File: config.mk
export PLATFORM = sky130hd
export DESIGN_NAME = lcd_scanline_timing_controller
export DESIGN_NICKNAME = d
export VERILOG_FILES = /design/src/design/lstc_pkg.sv /design/src/design/lcd_scanline_timing_controller.sv
export VERILOG_INCLUDE_DIRS = /design/src /design/src/design
export SDC_FILE = /design/constraint.sdc
export NUM_CORES = 1
export LEC_CHECK = 0
export ABC_AREA = 1
export BUFFER_PORTS_ARGS = -buffer_cell sky130_fd_sc_hd__buf_2
export CAP_MARGIN = 20
export CORE_MARGIN = 2
export CORE_UTILIZATION = 33
export DETAILED_ROUTE_END_ITERATION = 10
export PLACE_DENSITY = 0.49
export SLEW_MARGIN = 30
export SYNTH_ARGS = -nofsm -noshare
export SYNTH_HDL_FRONTEND = slang
export SYNTH_SLANG_ARGS = --single-unit
File: constraint.sdc
create_clock -name clock -period 4.3 [get_ports clock]
set_clock_uncertainty 0.2 [all_clocks]
set_input_delay 0.645 -clock clock [delete_from_list [all_inputs] [get_ports clock]]
set_output_delay 0.645 -clock clock [all_outputs]
set_load 0.03 [all_outputs]
File: src/design/lcd_scanline_timing_controller_defines.svh
// ----------------------------------------------------------------------------
// lcd scanline timing controller assertion macros
// concurrent checks on clock, with or without the reset qualifier
// ----------------------------------------------------------------------------
`ifndef LCD_SCANLINE_TIMING_CONTROLLER_DEFINES_SVH
`define LCD_SCANLINE_TIMING_CONTROLLER_DEFINES_SVH

`ifndef ASSERT_OFF
`define LSTC_ASSERT(lbl, prop, msg) \
   lbl: assert property (@(posedge clock) disable iff (reset) prop) else $error(msg);
`define LSTC_ASSERT_ALWAYS(lbl, prop, msg) \
   lbl: assert property (@(posedge clock) prop) else $error(msg);
`else
`define LSTC_ASSERT(lbl, prop, msg)
`define LSTC_ASSERT_ALWAYS(lbl, prop, msg)
`endif

`endif

File: src/design/lstc_pkg.sv
// ----------------------------------------------------------------------------
// lstc_pkg
// constants of the lcd scanline timing controller: operations, modes,
// register map, reset values, status bit positions and line timing
// ----------------------------------------------------------------------------
`default_nettype none

package lstc_pkg;

   localparam int LINE_DOTS_DEFAULT     = 456;
   localparam int VISIBLE_LINES_DEFAULT = 144;

   localparam logic [7:0] LAST_LINE     = 8'd153;
   localparam logic [8:0] OAM_END       = 9'd80;
   localparam logic [8:0] TRANSFER_END  = 9'd252;

   localparam logic [1:0] OP_TICK  = 2'd0;
   localparam logic [1:0] OP_READ  = 2'd1;
   localparam logic [1:0] OP_WRITE = 2'd2;

   localparam logic [1:0] MODE_HBLANK   = 2'd0;
   localparam logic [1:0] MODE_VBLANK   = 2'd1;
   localparam logic [1:0] MODE_OAM      = 2'd2;
   localparam logic [1:0] MODE_TRANSFER = 2'd3;

   localparam logic [7:0] REG_PAGE  = 8'hFF;
   localparam logic [7:0] REG_LCDC  = 8'h40;
   localparam logic [7:0] REG_STAT  = 8'h41;
   localparam logic [7:0] REG_SCY   = 8'h42;
   localparam logic [7:0] REG_SCX   = 8'h43;
   localparam logic [7:0] REG_LY    = 8'h44;
   localparam logic [7:0] REG_LYC   = 8'h45;
   localparam logic [7:0] REG_BGP   = 8'h47;
   localparam logic [7:0] REG_OBP0  = 8'h48;
   localparam logic [7:0] REG_OBP1  = 8'h49;
   localparam logic [7:0] REG_WY    = 8'h4A;
   localparam logic [7:0] REG_WX    = 8'h4B;

   localparam logic [7:0] LCDC_RESET = 8'h91;
   localparam logic [6:0] STAT_RESET = 7'h05;
   localparam logic [7:0] BGP_RESET  = 8'hFC;
   localparam logic [7:0] OBP_RESET  = 8'hFF;
   localparam logic [7:0] UNMAPPED   = 8'hFF;

   // status bit positions
   localparam int STAT_COINC   = 2;
   localparam int STAT_EN_HBL  = 3;
   localparam int STAT_EN_VBL  = 4;
   localparam int STAT_EN_OAM  = 5;
   localparam int STAT_EN_LYC  = 6;

endpackage

`default_nettype wire

File: src/design/lcd_scanline_timing_controller.sv
// ----------------------------------------------------------------------------
// lcd_scanline_timing_controller
// a request is held in the request register, and its result then moves
// into the response register; throughput: one item per cycle while the
// response is not stalled, set by the single update stage between the two registers
// reset: synchronous; valid flags clear and lcd state registers return to power-on values, lcd on, line 0
// ----------------------------------------------------------------------------
`default_nettype none
`include "lcd_scanline_timing_controller_defines.svh"

module lcd_scanline_timing_controller #(
   parameter int LINE_DOTS     = lstc_pkg::LINE_DOTS_DEFAULT,
   parameter int VISIBLE_LINES = lstc_pkg::VISIBLE_LINES_DEFAULT
) (
   input  wire logic        clock,
   input  wire logic        reset,
   input  wire logic        req_valid,
   output logic             req_stall,
   input  wire logic [1:0]  req_operation,
   input  wire logic [7:0]  req_dots,
   input  wire logic [15:0] req_address,
   input  wire logic [7:0]  req_write_data,
   output logic             rsp_valid,
   input  wire logic        rsp_stall,
   output logic [7:0]       rsp_read_data,
   output logic             rsp_vblank_irq,
   output logic             rsp_stat_irq,
   output logic             rsp_line_done,
   output logic [7:0]       rsp_current_line,
   output logic [1:0]       rsp_current_mode
);

   import lstc_pkg::*;

   localparam logic [9:0] LINE_DOTS_W = 10'(LINE_DOTS);
   localparam logic [7:0] VIS_LINE    = 8'(VISIBLE_LINES);

   // request register
   logic        in_vld_ff;
   logic [1:0]  op_ff;
   logic [7:0]  dots_ff;
   logic [15:0] addr_ff;
   logic [7:0]  wdata_ff;

   // response register
   logic        out_vld_ff;
   logic [7:0]  rd_ff;
   logic        vbl_ff;
   logic        sti_ff;
   logic        done_ff;

   // lcd state
   logic [7:0]  lcdc_ff, lcdc_in;
   logic [6:0]  stat_ff, stat_in;
   logic [7:0]  scy_ff, scy_in;
   logic [7:0]  scx_ff, scx_in;
   logic [7:0]  ly_ff, ly_in;
   logic [7:0]  lyc_ff, lyc_in;
   logic [7:0]  bgp_ff, bgp_in;
   logic [7:0]  obp0_ff, obp0_in;
   logic [7:0]  obp1_ff, obp1_in;
   logic [7:0]  wy_ff, wy_in;
   logic [7:0]  wx_ff, wx_in;
   logic        hit_ff, hit_in;
   logic [8:0]  dot_ff, dot_in;

   logic        advance;
   logic        take;
   logic [9:0]  dot_sum;
   logic [1:0]  mode_tgt;
   logic [7:0]  rd_in;
   logic        vbl_in;
   logic        sti_in;
   logic        done_in;

   assign advance   = in_vld_ff && (!out_vld_ff || !rsp_stall);
   assign req_stall = in_vld_ff && !advance;
   assign take      = req_valid && !req_stall;

   assign rsp_valid        = out_vld_ff;
   assign rsp_read_data    = rd_ff;
   assign rsp_vblank_irq   = vbl_ff;
   assign rsp_stat_irq     = sti_ff;
   assign rsp_line_done    = done_ff;
   assign rsp_current_line = ly_ff;
   assign rsp_current_mode = stat_ff[1:0];

   assign dot_sum = {1'b0, dot_ff} + {2'b00, dots_ff};

   always_comb begin
      lcdc_in = lcdc_ff;
      stat_in = stat_ff;
      scy_in  = scy_ff;
      scx_in  = scx_ff;
      ly_in   = ly_ff;
      lyc_in  = lyc_ff;
      bgp_in  = bgp_ff;
      obp0_in = obp0_ff;
      obp1_in = obp1_ff;
      wy_in   = wy_ff;
      wx_in   = wx_ff;
      hit_in  = hit_ff;
      dot_in  = dot_ff;
      rd_in   = 8'h00;
      vbl_in  = 1'b0;
      sti_in  = 1'b0;
      done_in = 1'b0;
      mode_tgt = MODE_HBLANK;
      case (op_ff)
         OP_TICK: begin
            if (!lcdc_ff[7]) begin
               dot_in = '0;
               ly_in  = '0;
               if (stat_in[1:0] != MODE_HBLANK) begin
                  stat_in[1:0] = MODE_HBLANK;
                  if (stat_in[STAT_EN_HBL]) sti_in = 1'b1;
               end
               if (!stat_in[STAT_COINC] && (ly_in == lyc_ff) && stat_in[STAT_EN_LYC])
                  sti_in = 1'b1;
               stat_in[STAT_COINC] = (ly_in == lyc_ff);
            end else begin
               if (dot_sum >= LINE_DOTS_W) begin
                  dot_in = 9'(dot_sum - LINE_DOTS_W);
                  ly_in  = ly_ff + 8'd1;
                  if (!stat_in[STAT_COINC] && (ly_in == lyc_ff) && stat_in[STAT_EN_LYC])
                     sti_in = 1'b1;
                  stat_in[STAT_COINC] = (ly_in == lyc_ff);
                  if (ly_in == wy_ff) hit_in = 1'b1;
                  if (ly_in == VIS_LINE) begin
                     hit_in = 1'b0;
                     if (stat_in[1:0] != MODE_VBLANK) begin
                        stat_in[1:0] = MODE_VBLANK;
                        vbl_in = 1'b1;
                        if (stat_in[STAT_EN_VBL]) sti_in = 1'b1;
                     end
                  end else if (ly_in > LAST_LINE) begin
                     ly_in = '0;
                     if (stat_in[1:0] != MODE_OAM) begin
                        stat_in[1:0] = MODE_OAM;
                        if (stat_in[STAT_EN_OAM]) sti_in = 1'b1;
                     end
                     if (!stat_in[STAT_COINC] && (ly_in == lyc_ff) && stat_in[STAT_EN_LYC])
                        sti_in = 1'b1;
                     stat_in[STAT_COINC] = (ly_in == lyc_ff);
                  end
               end else begin
                  dot_in = dot_sum[8:0];
               end
               if (ly_in < VIS_LINE) begin
                  if (dot_in < OAM_END) begin
                     mode_tgt = MODE_OAM;
                  end else if (dot_in < TRANSFER_END) begin
                     mode_tgt = MODE_TRANSFER;
                  end else begin
                     mode_tgt = MODE_HBLANK;
                  end
                  if ((stat_ff[1:0] != MODE_HBLANK) && (mode_tgt == MODE_HBLANK))
                     done_in = 1'b1;
                  if (stat_in[1:0] != mode_tgt) begin
                     stat_in[1:0] = mode_tgt;
                     if ((mode_tgt == MODE_HBLANK) && stat_in[STAT_EN_HBL]) sti_in = 1'b1;
                     if ((mode_tgt == MODE_OAM) && stat_in[STAT_EN_OAM]) sti_in = 1'b1;
                  end
               end
               if (!stat_in[STAT_COINC] && (ly_in == lyc_ff) && stat_in[STAT_EN_LYC])
                  sti_in = 1'b1;
               stat_in[STAT_COINC] = (ly_in == lyc_ff);
            end
         end
         OP_READ: begin
            rd_in = UNMAPPED;
            if (addr_ff[15:8] == REG_PAGE) begin
               case (addr_ff[7:0])
                  REG_LCDC: rd_in = lcdc_ff;
                  REG_STAT: rd_in = {1'b1, stat_ff};
                  REG_SCY:  rd_in = scy_ff;
                  REG_SCX:  rd_in = scx_ff;
                  REG_LY:   rd_in = ly_ff;
                  REG_LYC:  rd_in = lyc_ff;
                  REG_BGP:  rd_in = bgp_ff;
                  REG_OBP0: rd_in = obp0_ff;
                  REG_OBP1: rd_in = obp1_ff;
                  REG_WY:   rd_in = wy_ff;
                  REG_WX:   rd_in = wx_ff;
                  default:  rd_in = UNMAPPED;
               endcase
            end
         end
         OP_WRITE: begin
            if (addr_ff[15:8] == REG_PAGE) begin
               case (addr_ff[7:0])
                  REG_LCDC: lcdc_in = wdata_ff;
                  REG_STAT: stat_in = {wdata_ff[6:3], stat_ff[2:0]};
                  REG_SCY:  scy_in  = wdata_ff;
                  REG_SCX:  scx_in  = wdata_ff;
                  REG_LY: begin
                     ly_in = '0;
                     if (!stat_ff[STAT_COINC] && (lyc_ff == 8'h00) && stat_ff[STAT_EN_LYC])
                        sti_in = 1'b1;
                     stat_in[STAT_COINC] = (lyc_ff == 8'h00);
                  end
                  REG_LYC: begin
                     lyc_in = wdata_ff;
                     if (!stat_ff[STAT_COINC] && (ly_ff == wdata_ff) && stat_ff[STAT_EN_LYC])
                        sti_in = 1'b1;
                     stat_in[STAT_COINC] = (ly_ff == wdata_ff);
                  end
                  REG_BGP:  bgp_in  = wdata_ff;
                  REG_OBP0: obp0_in = wdata_ff;
                  REG_OBP1: obp1_in = wdata_ff;
                  REG_WY:   wy_in   = wdata_ff;
                  REG_WX:   wx_in   = wdata_ff;
                  default: ;
               endcase
            end
         end
         default: ;
      endcase
   end

   always_ff @(posedge clock) begin
      if (take) begin
         op_ff    <= req_operation;
         dots_ff  <= req_dots;
         addr_ff  <= req_address;
         wdata_ff <= req_write_data;
      end
      if (advance) begin
         rd_ff   <= rd_in;
         vbl_ff  <= vbl_in;
         sti_ff  <= sti_in;
         done_ff <= done_in;
      end
      if (reset) begin
         in_vld_ff  <= 1'b0;
         out_vld_ff <= 1'b0;
         lcdc_ff    <= LCDC_RESET;
         stat_ff    <= STAT_RESET;
         scy_ff     <= '0;
         scx_ff     <= '0;
         ly_ff      <= '0;
         lyc_ff     <= '0;
         bgp_ff     <= BGP_RESET;
         obp0_ff    <= OBP_RESET;
         obp1_ff    <= OBP_RESET;
         wy_ff      <= '0;
         wx_ff      <= '0;
         hit_ff     <= 1'b0;
         dot_ff     <= '0;
      end else begin
         if (take) begin
            in_vld_ff <= 1'b1;
         end else if (advance) begin
            in_vld_ff <= 1'b0;
         end
         if (advance) begin
            out_vld_ff <= 1'b1;
         end else if (!rsp_stall) begin
            out_vld_ff <= 1'b0;
         end
         if (advance) begin
            lcdc_ff <= lcdc_in;
            stat_ff <= stat_in;
            scy_ff  <= scy_in;
            scx_ff  <= scx_in;
            ly_ff   <= ly_in;
            lyc_ff  <= lyc_in;
            bgp_ff  <= bgp_in;
            obp0_ff <= obp0_in;
            obp1_ff <= obp1_in;
            wy_ff   <= wy_in;
            wx_ff   <= wx_in;
            hit_ff  <= hit_in;
            dot_ff  <= dot_in;
         end
      end
   end

   // assertions
   `LSTC_ASSERT(a_dot_in_line, ({1'b0, dot_ff} < LINE_DOTS_W), "dot counter past line end")
   `LSTC_ASSERT(a_coinc_tracks, (stat_ff[STAT_COINC] == (ly_ff == lyc_ff)), "coincidence bit stale")
   `LSTC_ASSERT(a_done_hblank, (rsp_valid && rsp_line_done) |-> (rsp_current_mode == MODE_HBLANK), "line done outside hblank")
   `LSTC_ASSERT(a_vbl_mode, (rsp_valid && rsp_vblank_irq) |-> (rsp_current_mode == MODE_VBLANK), "vblank request outside vblank")

endmodule

`default_nettype wire

==> results of run 1 <==
cells by family (layout without fill, tap and decap cells):
kind of cell    Yosys count  in the layout  synth area share, %
simple gates            427            427                 25.1
compound gates          182            182                 17.4
xor+xnor                 13             13                 1.77
mux                       1              1                0.138
buf+inv                 140            220                 7.64
flops                   143            143                 45.6
fa+ha+maj                13             13                 2.34
metal layers:
metal  up-vias  wire, um
met2       166     10000
li1       3297         -
met5         -         0
met4         0       341
met3        20      1100
met1      2994     10600
through the flow:
stage	hold slack, ns	cell area (sq um)	std cells
finish	0.191	8450	1279
global route	0.172	8450	1279
CTS	0.177	8450	1279
detailed placement	0.262	7910	1247
global placement	0.256	7910	1247
floorplan	0.246	7270	919
critical path, stage by stage (launching register included):
cell and delay [ns]:
dfxtp_1 0.34, ha_1 0.19, inv_1 0.06, fa_1 0.39
inv_1 0.07, nand2_1 0.04, nand2_1 0.10, nand3_1 0.09
nand2_1 0.09, xor2_1 0.25, nand3_2 0.20, nand2_4 0.27
inv_2 0.13, nand2_1 0.12, nand2_1 0.08, nand3_1 0.09
nand2_1 0.13, nand2_1 0.14, o21ai_1 0.07, nand2_1 0.06
nand2_1 0.05, nand2_1 0.06, nand2_1 0.05
registers in the layout (all words and copies together), names as in the netlist, 2 cells and up:
name	cells
wdata_ff	8
stat_ff	7
wy_ff	8
scx_ff	8
addr_ff	16
scy_ff	8
wx_ff	8
dots_ff	8
obp1_ff	8
rsp_current_line	8
lyc_ff	8
bgp_ff	8
rsp_read_data	8
dot_ff	9
lcdc_ff	8
obp0_ff	8
op_ff	2
layout make-up:
| cell class | instances | area (sq um) |
|---|---|---|
| clock buffers | 19 | 443 |
| clock inverters | 13 | 100 |
| fillers | 2331 | 13300 |
| inverters | 112 | 420 |
| multi-input cells | 636 | 3400 |
| flip-flops and latches | 143 | 3310 |
| well taps | 280 | 350 |
| repair buffers | 76 | 420 |
Yosys cell counts (2+ instances only):
master     instances  area (sq um)
o22ai_1            5          31.3
buf_6              2          22.5
nand4_1           13          81.3
xor2_1             6          52.6
o2111ai_1          2          17.5
nand2_1          222           833
or2_1              2          12.5
a21oi_1           29           145
or2_2              2          12.5
nand3b_1           3          22.5
inv_2              2          7.51
nand3_1           55           275
buf_4              2          15.0
clkbuf_1          18          67.6
o21ai_0           22           110
ha_1              12           150
inv_1            100           375
nand3_2            4          40.0
o2bb2ai_1          5          43.8
a211oi_1          58           435
o21ai_1            3          15.0
nor4_1             4          25.0
nor2_2             2          12.5
nand2_2            8          50.1
buf_2              6          30.0
nor3b_1            2          15.0
xnor2_1            5          43.8
o31ai_1            2          15.0
a22oi_1            2          15.0
a22o_1             3          26.3
o211ai_1          30           225
nor2_1            97           364
nor3_1             9          45.0
dfxtp_1           98          1960
a32o_1             4          40.0
edfxtp_1          45          1350
clkinv_1          10          37.5
a221oi_1          11          96.3
a2111oi_0          2          17.5
power by group:
group	switching [mW]	leakage [nW]	internal [mW]
Combinational	0.144	2.06	0.0603
Clock	0.637	0.270	0.765
Sequential	0.0148	1.23	1.42
Total	0.796	3.56	2.25
how the worst max path moves through the flow:
stage | from | to
6_report | dot_ff[0]$_SDFFE_PP0P_ | rsp_stat_irq$_DFFE_PP_
5_1_grt | dot_ff[0]$_SDFFE_PP0P_ | rsp_stat_irq$_DFFE_PP_
4_1_cts | dot_ff[0]$_SDFFE_PP0P_ | rsp_stat_irq$_DFFE_PP_
3_5_place_dp | dot_ff[0]$_SDFFE_PP0P_ | rsp_stat_irq$_DFFE_PP_
3_3_place_gp | dots_ff[0]$_DFFE_PP_ | rsp_stat_irq$_DFFE_PP_
2_1_floorplan | dots_ff[0]$_DFFE_PP_ | rsp_stat_irq$_DFFE_PP_
==> summary.txt, run 1 <==
Status
  • Status: finished clean

Clock tree
  • Post-CTS setup buffers: 0
  • Clk sinks: 143
  • Hold Buf Count CTS: 0
  • Clock Latency Late Sink: 0.42 ns
  • PostCTS Resize Cnt: 0
  • Clock Pin Slew Worst Setup and Hold Paths: 0.06 ns
  • CTS tree: done
  • CTS Buffer Depth: 2
  • H-tree levels: 4
  • Root Driver: clkbuf_16
  • Num CTS Buffers: 17

STA
  • Setup TNS Final: 0 ns
  • Final hold violations: 0
  • Final Cycle Share: 81.2%
  • Slew @ Worst Pin: 0.941 ns
  • # setup viols final: 0
  • RSZ-0062 raised after global routing: no
  • Minimum clock period: 3.49 ns
  • Slew Limit Fails: 0
  • Worst slew margin: 36.9%
  • Fmax: 286 MHz
  • Final WS setup: 0.808 ns

Route
  • Drt via density: 5.06
  • DRC Markers: 0
  • DRT Pass-1 Iters: 8
  • Initial DRC Count: 492
  • Total Routed Length: 22,000 um
  • Drt wl/cell: 17.2 um
  • Via count: 6,477
  • ANT nets after route: 0

Global route
  • Met3 Use GR: 3.75%
  • Largest net degree at the start of global routing: 72
  • Vias in the first global route: 6,179
  • Global-route wire length before repair: 35,000 um
  • Initial antenna violation count: 0
  • Met1 usage: 27.0%
  • Overall Global Routing Usage: 19.2%
  • Met2 track demand over resource: 30.4%
  • Global route hottest layer: met2
  • GR Overflow Total: 0

Cells and area
  • Layout cells sized above 1: 13.1%
  • Ant. Diodes: 0
  • Layout Nets: 1,037
  • Most common cell after layout, fill and taps aside: nand2_1
  • Final Util: 38.8%
  • Layout area overhead: 16.2%
  • Commonest non-fill, non-tap cells in the layout: nand2_1, inv_1, dfxtp_1

Critical path
  • WS Path Type: flop to flop
  • Worst setup EP type: flop
  • Reg2reg path depth: 22
  • Critical Path Source Type: flop
  • R2R Setup Slk: 0.81 ns
  • R2R Path End: rsp_stat_irq$_DFFE_PP_
  • CP Data Required Time: 4.28 ns
  • Reg2reg start: dot_ff[0]$_SDFFE_PP0P_
  • CP arrival: 3.47 ns
  • CP max FO: 22

Min path
  • Hold Path Sink: addr_ff[0]$_DFFE_PP_
  • Hold path startpoint: req_address[0]
  • Hold path cells: 1
  • Worst Hold Class: input pin to flop

Placement
  • Gpl congestion: 0.875
  • HPWL after DPL: 16,000 um
  • DP Worst Slack: 0.844 ns
  • I/O Buffers: 60

Floorplanning
  • IO Pins: 61
  • Core Area: 0.0218 sq mm
  • Die height: 152 um
  • DIE AREA: 0.0232 sq mm
  • # rows: 54
  • Initial core utilization: 33.4%
  • Chip width: 152 um

Synthesis
  • Syn. warnings: 0
  • Register area share after synthesis: 45.6%
  • Number of synthesized register bits: 143
  • Netlist cell types: 51
  • Post-synth ARST share: 0%
  • Cells after Synth: 919
  • Syn_nets: 970
  • Primary FF master, synth: dfxtp_1
  • Number of synthesized flops with an enable pin: 45
  • Avg Cell Area, Syn: 7.91 sq um
  • Synth Cell Area: 0.00727 sq mm

Pwr
  • Leak: 3.56 nW
  • Pwr Density: 360 mW/mm^2
  • Peak VDD IR: 240 uV
  • Total power: 3.04 mW

Job
  • Max-cap viol count: 0
No activity file was read; power rests on OpenSTA's default activity.
==> inputs of run 2 (changes only) <==
==> constraint.sdc (replaced) <==
create_clock -name clock -period 3.45 [get_ports clock]
set_clock_uncertainty 0.2 [all_clocks]
set_input_delay 0.5175 -clock clock [delete_from_list [all_inputs] [get_ports clock]]
set_output_delay 0.5175 -clock clock [all_outputs]
set_load 0.03 [all_outputs]
==> run 2 against run 1 <==
Compared with the run above: via count rose by 1.4%; wire length rose by 1.2%; sequential power rose by 24%; utilization grew 1.5 points; highest routed layer unchanged; maximum frequency is 8.1% higher; hold slack worse by 0.14 ns; total power is 31% higher; largest cell class unchanged; cell area is 3.8% higher; flip-flop and latch count is the same; combinational power grew 34%.
==> summary.txt, run 2 (synthesized netlist as in run 1, its figures left out) <==
Status
  • Status: finished clean

Route
  • DRT Pass-1 Iters: 5 (-3)
  • Initial DRC Count: 434 (-12%)
  • Drt wl/cell: 17.2 um (-0.28%)
  • Total Routed Length: 22,300 um (+1.2%)
  • Via count: 6,569 (+1.4%)
  • ANT nets after route: 0 (unchanged)
  • Drt via density: 5.06 (about the same)
  • DRC Markers: 0 (unchanged)

Cells and area
  • Area of the multi-input gates: 0.00352 sq mm (+3.3%)
  • Largest Register: addr_ff
  • Layout Nets: 1,057 (+1.9%)
  • Layout area overhead: 20.7%
  • Top flop regs: addr_ff x16, dot_ff x9
  • Filler instances: 2,266 (-2.8%)
  • Ant. Diodes: 0 (unchanged)
  • Commonest non-fill, non-tap cells in the layout: nand2_1, inv_1, dfxtp_1
  • Layout cells sized above 1: 16.4% (+3.3 points)
  • Most common cell after layout, fill and taps aside: nand2_1
  • Final Util: 40.3% (+1.5 points)
  • Final instance area: 0.00878 sq mm (+3.8%)
  • Largest register FFs: 16 (unchanged)
  • Register area: 0.00331 sq mm (unchanged)

Critical path
  • Reg2reg path depth: 23 (+4.5%)
  • CP arrival: 3.22 ns (-0.25 ns)
  • WS Path Type: flop to flop
  • Worst-path cell chain: ha_2 > inv_1 > fa_2 > inv_1 > nand2_1 > nand2_2 > nand2_1 > xor2_2 > buf_4 > nand3_4 > nand3_4 > nand2_8 > inv_4 > nand2_1 > nand2_1 > nand3_1 > nand2_1 > nand2_1 > o21ai_1 > nand2_1 > nand2_1 > nand2_1 > nand2_1
  • Reg2reg start: dot_ff[0]$_SDFFE_PP0P_
  • Max stage delay on crit path: 0.35 ns (-0.04 ns)
  • R2R Path End: rsp_stat_irq$_DFFE_PP_
  • CP Data Required Time: 3.44 ns (-0.84 ns)
  • CP most frequent cell: nand2_1
  • Delay-heaviest family, CP: simple AND/OR/NAND/NOR gates
  • Critical path's slowest cell: fa_2
  • WP buf/inv: 4 (+1)
  • CP max FO: 7 (-68%)
  • R2R Setup Slk: 0.22 ns (-0.59 ns)
  • Critical Path Source Type: flop
  • Worst setup EP type: flop

Clock tree
  • Hold Buf Count CTS: 0 (unchanged)
  • CTS tree: done
  • Root Driver: clkbuf_16
  • H-tree levels: 4 (unchanged)
  • Num CTS Buffers: 17 (unchanged)
  • Clock Latency Late Sink: 0.43 ns (about the same)
  • Clock Pin Slew Worst Setup and Hold Paths: 0.07 ns (about the same)
  • Clk sinks: 143 (unchanged)
  • CTS Buffer Depth: 2 (unchanged)

Global route
  • Global-route wire length before repair: 34,800 um (-0.75%)
  • Initial antenna violation count: 0 (unchanged)
  • GR Overflow Total: 0 (unchanged)
  • Vias in the first global route: 6,301 (+2.0%)
  • Largest net degree at the start of global routing: 72 (unchanged)
  • Overall Global Routing Usage: 19.2% (about the same)

STA
  • Final hold slack: 0.0540 ns (-0.137 ns)
  • Fmax: 310 MHz (+8.1%)
  • Worst slew margin: 38.5% (+1.6 points)
  • Slew Limit Fails: 0 (unchanged)
  • Setup TNS Final: 0 ns (unchanged)
  • Final hold violations: 0 (unchanged)
  • # setup viols final: 0 (unchanged)
  • Final Cycle Share: 93.6% (+12 points)
  • Minimum clock period: 3.23 ns (-0.262 ns)
  • Slew @ Worst Pin: 0.917 ns (-0.0239 ns)

Job
  • Max-cap viol count: 0 (unchanged)

Min path
  • Hold Path Sink: addr_ff[13]$_DFFE_PP_
  • Worst Hold Class: input pin to flop
  • Hold path startpoint: req_address[13]
  • Hold path cells: 1 (unchanged)

Pwr
  • Total power: 3.98 mW (+31%)
  • Peak VDD IR: 314 uV (+31%)
  • Clock power share: 48.2% (+2.1 points)
  • Flop pwr share: 45.0% (-2.2 points)
  • Pint: 3.01 mW (+34%)
  • Switching Share: 24.5% (-1.6 points)
  • Leak: 3.72 nW (+4.4%)
  • Psw: 0.978 mW (+23%)
  • Pwr Density: 454 mW/mm^2 (+26%)
  • Combinational Power Share: 6.8% (about the same)

Floorplanning
  • Chip width: 152 um (unchanged)
  • DIE AREA: 0.0232 sq mm (unchanged)
  • # rows: 54 (unchanged)
  • Die height: 152 um (unchanged)
  • IO Pins: 61 (unchanged)
  • Initial core utilization: 33.4% (unchanged)
  • Core Area: 0.0218 sq mm (unchanged)

Placement
  • I/O Buffers: 60 (unchanged)
  • Gpl congestion: 0.864 (-1.3%)
  • HPWL after DPL: 15,900 um (-0.57%)
  • Post-DP Area: 0.00801 sq mm (+1.2%)
==> run 2: changes by cell type in the layout (fill, tap and decap cells not counted), moves of 3 or more <==
cell / before / now
nand2_2: 8 / 13
buf_4: 16 / 33
nand3_1: 55 / 51
inv_6: 6 / 3
nand2_1: 222 / 217
==> run 2: metrics by stage <==
step,std cells,setup slack [ns]
floorplan,919,0.424
global placement,1260,0.0605
detailed placement,1260,0.0590
CTS,1291,0.0362
global route,1298,-0.0267
finish,1298,0.220
==> run 2: layout make-up <==
type	instances	area share (%)
multi-input combinational	638	40.1
sequential	143	37.8
timing repair buffer	94	6.37
clock buffer	23	5.93
inverter	112	4.82
tap	280	3.99
clock inverter	8	1.06
==> run 2: power by group through the flow <==
stage | Sequential [mW] | Combinational, mW | Clock, mW
finish | 1.79 | 0.273 | 1.92
global route | 1.80 | 0.307 | 2.01
CTS | 1.79 | 0.258 | 1.95
detailed placement | 1.83 | 0.257 | 0
global placement | 1.83 | 0.257 | 0
floorplan | 1.84 | 0.158 | 0
==> run 2: what timing repair did <==
| item | in CTS | in global routing |
|---|---|---|
| buffers inserted | 0 | 5 |
| resized for setup | 0 | 25 |
| setup endpoints to repair | 0 | 5 |
==> run 2: routing by layer <==
| metal | vias to the layer above | track usage [%] | wire (um) |
|---|---|---|---|
| met1 | 3034 | 26.0 | 10600 |
| met5 | - | 0 | 0 |
| li1 | 3339 | - | - |
| met2 | 170 | 31.0 | 10300 |
| met4 | 0 | 5.25 | 320 |
| met3 | 26 | 4.35 | 1140 |
==> run 2: worst max path at each step <==
stage	from	endpoint	slack [ns]	cells after the start
floorplan	dots_ff[0]$_DFFE_PP_	rsp_stat_irq$_DFFE_PP_	0.42	25
global placement	dots_ff[0]$_DFFE_PP_	rsp_stat_irq$_DFFE_PP_	0.06	26
detailed placement	dots_ff[0]$_DFFE_PP_	rsp_stat_irq$_DFFE_PP_	0.06	26
CTS	dots_ff[0]$_DFFE_PP_	rsp_stat_irq$_DFFE_PP_	0.04	26
global route	dot_ff[0]$_SDFFE_PP0P_	rsp_stat_irq$_DFFE_PP_	-0.03	25
finish	dot_ff[0]$_SDFFE_PP0P_	rsp_stat_irq$_DFFE_PP_	0.22	23
==> run 2: worst register-to-register path: stages, from the launching register on <==
cell     delay, ns
dfxtp_1       0.34
ha_2          0.19
inv_1         0.06
fa_2          0.35
inv_1         0.06
nand2_1       0.06
nand2_2       0.08
nand2_1       0.08
xor2_2        0.15
buf_4         0.15
nand3_4       0.10
nand3_4       0.16
nand2_8       0.16
inv_4         0.07
nand2_1       0.09
nand2_1       0.08
nand3_1       0.10
nand2_1       0.13
nand2_1       0.14
o21ai_1       0.07
nand2_1       0.06
nand2_1       0.05
nand2_1       0.05
nand2_1       0.05
==> inputs of run 3 (changes only) <==
--- a/config.mk
+++ b/config.mk
@@ -9,6 +9,7 @@
 export ABC_AREA = 1
 export BUFFER_PORTS_ARGS = -buffer_cell sky130_fd_sc_hd__buf_2
 export CAP_MARGIN = 20
+export CORE_ASPECT_RATIO = 1.5
 export CORE_MARGIN = 2
 export CORE_UTILIZATION = 33
 export DETAILED_ROUTE_END_ITERATION = 10
==> run 3 against run 2 <==
Compared with the run above: critical path depth rose by 1; global-route usage rose by 1.3 points; via count rose by 4.0%; cell count rose by 1.4%; sequential power barely moved; total power fell by 2.0%; critical path type unchanged; critical endpoint unchanged.
==> summary.txt, run 3 (synthesized netlist as in run 1, its figures left out) <==
Global route
  • Initial antenna violation count: 0 (unchanged)
  • Largest net degree at the start of global routing: 72 (unchanged)
  • GR Overflow Total: 0 (unchanged)
  • Vias in the first global route: 6,567 (+4.2%)
  • Overall Global Routing Usage: 20.6% (+1.3 points)
  • Met2 track demand over resource: 39.3% (+8.2 points)
  • Global-route wire length before repair: 36,300 um (+4.6%)
  • Met3 Use GR: 3.36% (-0.99 points)
  • Met1 usage: 21.1% (-4.9 points)
  • Global route hottest layer: met2

STA
  • # setup viols final: 0 (unchanged)
  • Final hold slack: 0.0588 ns (+0.00479 ns)
  • Final Cycle Share: 95.4% (+1.8 points)
  • Setup TNS Final: 0 ns (unchanged)
  • Slew Limit Fails: 0 (unchanged)
  • Final WS setup: 0.160 ns (-0.0607 ns)
  • Slew @ Worst Pin: 0.932 ns (+0.0148 ns)
  • Minimum clock period: 3.29 ns (+0.0607 ns)
  • Final hold violations: 0 (unchanged)
  • Fmax: 304 MHz (-1.8%)
  • Worst slew margin: 37.5% (-0.99 points)

Route
  • DRC Markers: 0 (unchanged)
  • Via count: 6,830 (+4.0%)
  • Drt via density: 5.19 (+2.6%)
  • DRT Pass-1 Iters: 7 (+2)
  • Drt wl/cell: 18.3 um (+6.6%)
  • Total Routed Length: 24,100 um (+8.1%)
  • Initial DRC Count: 371 (-15%)
  • ANT nets after route: 0 (unchanged)

Pwr
  • Combinational Power Share: 8.0% (+1.2 points)
  • Pint: 2.93 mW (-2.5%)
  • Pwr Density: 427 mW/mm^2 (-5.9%)
  • Leak: 3.88 nW (+4.5%)
  • Flop pwr share: 45.9% (+0.9 points)
  • Clock power share: 46.1% (-2.1 points)
  • Total power: 3.90 mW (-2.0%)
  • Switching Share: 24.9% (+0.33 points)
  • Peak VDD IR: 351 uV (+12%)
  • Psw: 0.970 mW (-0.73%)

Clock tree
  • CTS Buffer Depth: 2 (unchanged)
  • Clock Latency Late Sink: 0.43 ns (about the same)
  • Hold Buf Count CTS: 0 (unchanged)
  • Root Driver: clkbuf_16
  • Clk sinks: 143 (unchanged)
  • Clock Pin Slew Worst Setup and Hold Paths: 0.06 ns (about the same)
  • H-tree levels: 4 (unchanged)
  • CTS tree: done
  • Num CTS Buffers: 17 (unchanged)

Critical path
  • CP Data Required Time: 3.56 ns (+0.12 ns)
  • Worst-path cell chain: ha_4 > inv_2 > fa_2 > inv_2 > nand2_2 > nand2_4 > buf_6 > nand3_1 > nand2_1 > xor2_2 > nand3_4 > buf_12 > nand2_8 > buf_6 > o21ai_2 > nand3_1 > nand3_2 > nor2_4 > nand3_2 > nand2_1 > inv_1 > nand2_1 > nand2_1 > nand2_1
  • WS Path Type: flop to flop
  • CP most frequent cell: nand2_1
  • Critical Path Source Type: flop
  • R2R Setup Slk: 0.16 ns (-0.06 ns)
  • CP arrival: 3.40 ns (+0.18 ns)
  • Worst setup EP type: flop
  • Critical path's slowest cell: edfxtp_1
  • CP max FO: 5 (-2)
  • Max stage delay on crit path: 0.37 ns (+0.02 ns)

Job
  • Max-cap viol count: 0 (unchanged)

Floorplanning
  • Die height: 186 um (+22%)
  • IO Pins: 61 (unchanged)
  • Initial core utilization: 33.6% (+0.19 points)
  • DIE AREA: 0.0233 sq mm (+0.11%)
  • # rows: 66 (+22%)
  • Chip width: 125 um (-18%)
  • Core Area: 0.0216 sq mm (-0.55%)

Cells and area
  • Final instance area: 0.00914 sq mm (+4.1%)
  • Layout cells sized above 1: 21.5% (+5.1 points)
  • Largest Register: addr_ff
  • Layout Nets: 1,082 (+2.4%)
  • Commonest non-fill, non-tap cells in the layout: nand2_1, dfxtp_1, inv_1
  • Ant. Diodes: 0 (unchanged)
  • Area of the multi-input gates: 0.00371 sq mm (+5.5%)
  • Filler instances: 2,257 (-0.40%)
  • Largest register FFs: 16 (unchanged)
  • Most common cell after layout, fill and taps aside: nand2_1
  • Register area: 0.00331 sq mm (about the same)
  • Top flop regs: addr_ff x16, dot_ff x9
  • Final Util: 42.2% (+1.9 points)
  • Layout area overhead: 25.7%
  • Cell Count, Final, Fillers Out: 1,316 (+1.4%)

Placement
  • Gpl congestion: 0.899 (+4.0%)
  • HPWL after DPL: 18,000 um (+13%)
  • DP Worst Slack: 0.0128 ns (-0.0463 ns)
  • I/O Buffers: 60 (unchanged)
  • Post-DP Area: 0.00810 sq mm (+1.2%)
  • Placed Cells: 1,266 (+0.48%)

Status
  • Status: finished clean

Min path
  • Worst Hold Class: input pin to flop
## run 3: what timing repair did
item | CTS | global route
buffers inserted | 0 | 16
endpoints found under the setup margin | 0 | 5
resized for setup | 0 | 74
endpoints found under the hold margin | 0 | 0
## run 3: area by class of cell
| cell class | count | share of cell area (%) |
|---|---|---|
| inverter | 112 | 4.63 |
| clock buffer | 17 | 4.65 |
| timing repair buffer | 119 | 8.53 |
| tap | 272 | 3.72 |
| sequential | 143 | 36.3 |
| clock inverter | 15 | 1.60 |
| multi-input combinational | 638 | 40.6 |
## run 3: worst paths after layout
kind / to / start / depth (start not counted)
setup / recovery: rsp_stat_irq$_DFFE_PP_ / dots_ff[0]$_DFFE_PP_ / 24
hold / removal: addr_ff[2]$_DFFE_PP_ / req_address[2] / 1
setup reg to reg: rsp_stat_irq$_DFFE_PP_ / dots_ff[0]$_DFFE_PP_ / 24
hold reg to reg: dot_ff[4]$_SDFFE_PP0P_ / dot_ff[4]$_SDFFE_PP0P_ / 2
## run 3: routing by layer
layer / vias to the layer above / share of wire, %
met5: - / 0
met1: 3240 / 39
met4: 0 / 4.9
li1: 3384 / -
met3: 64 / 2.4
met2: 142 / 54
## run 3: power by group through the flow
| stage | clock network (mW) | registers (mW) | logic, mW |
|---|---|---|---|
| final | 1.80 | 1.79 | 0.314 |
| after global routing | 1.91 | 1.79 | 0.343 |
| after CTS | 1.83 | 1.79 | 0.270 |
| after detailed placement | 0 | 1.83 | 0.269 |
| after global placement | 0 | 1.83 | 0.269 |
| after floorplan | 0 | 1.84 | 0.158 |
## run 3: critical path, delay by kind of cell (launching register included)
family	cells	cell delay (ns)
adder cells (fa/ha/maj)	2	0.52
buffers and inverters	6	0.53
AND/OR/NAND/NOR	14	1.25
flip-flops	1	0.37
AO/OA/AOI/OAI	1	0.07
XOR/XNOR	1	0.23
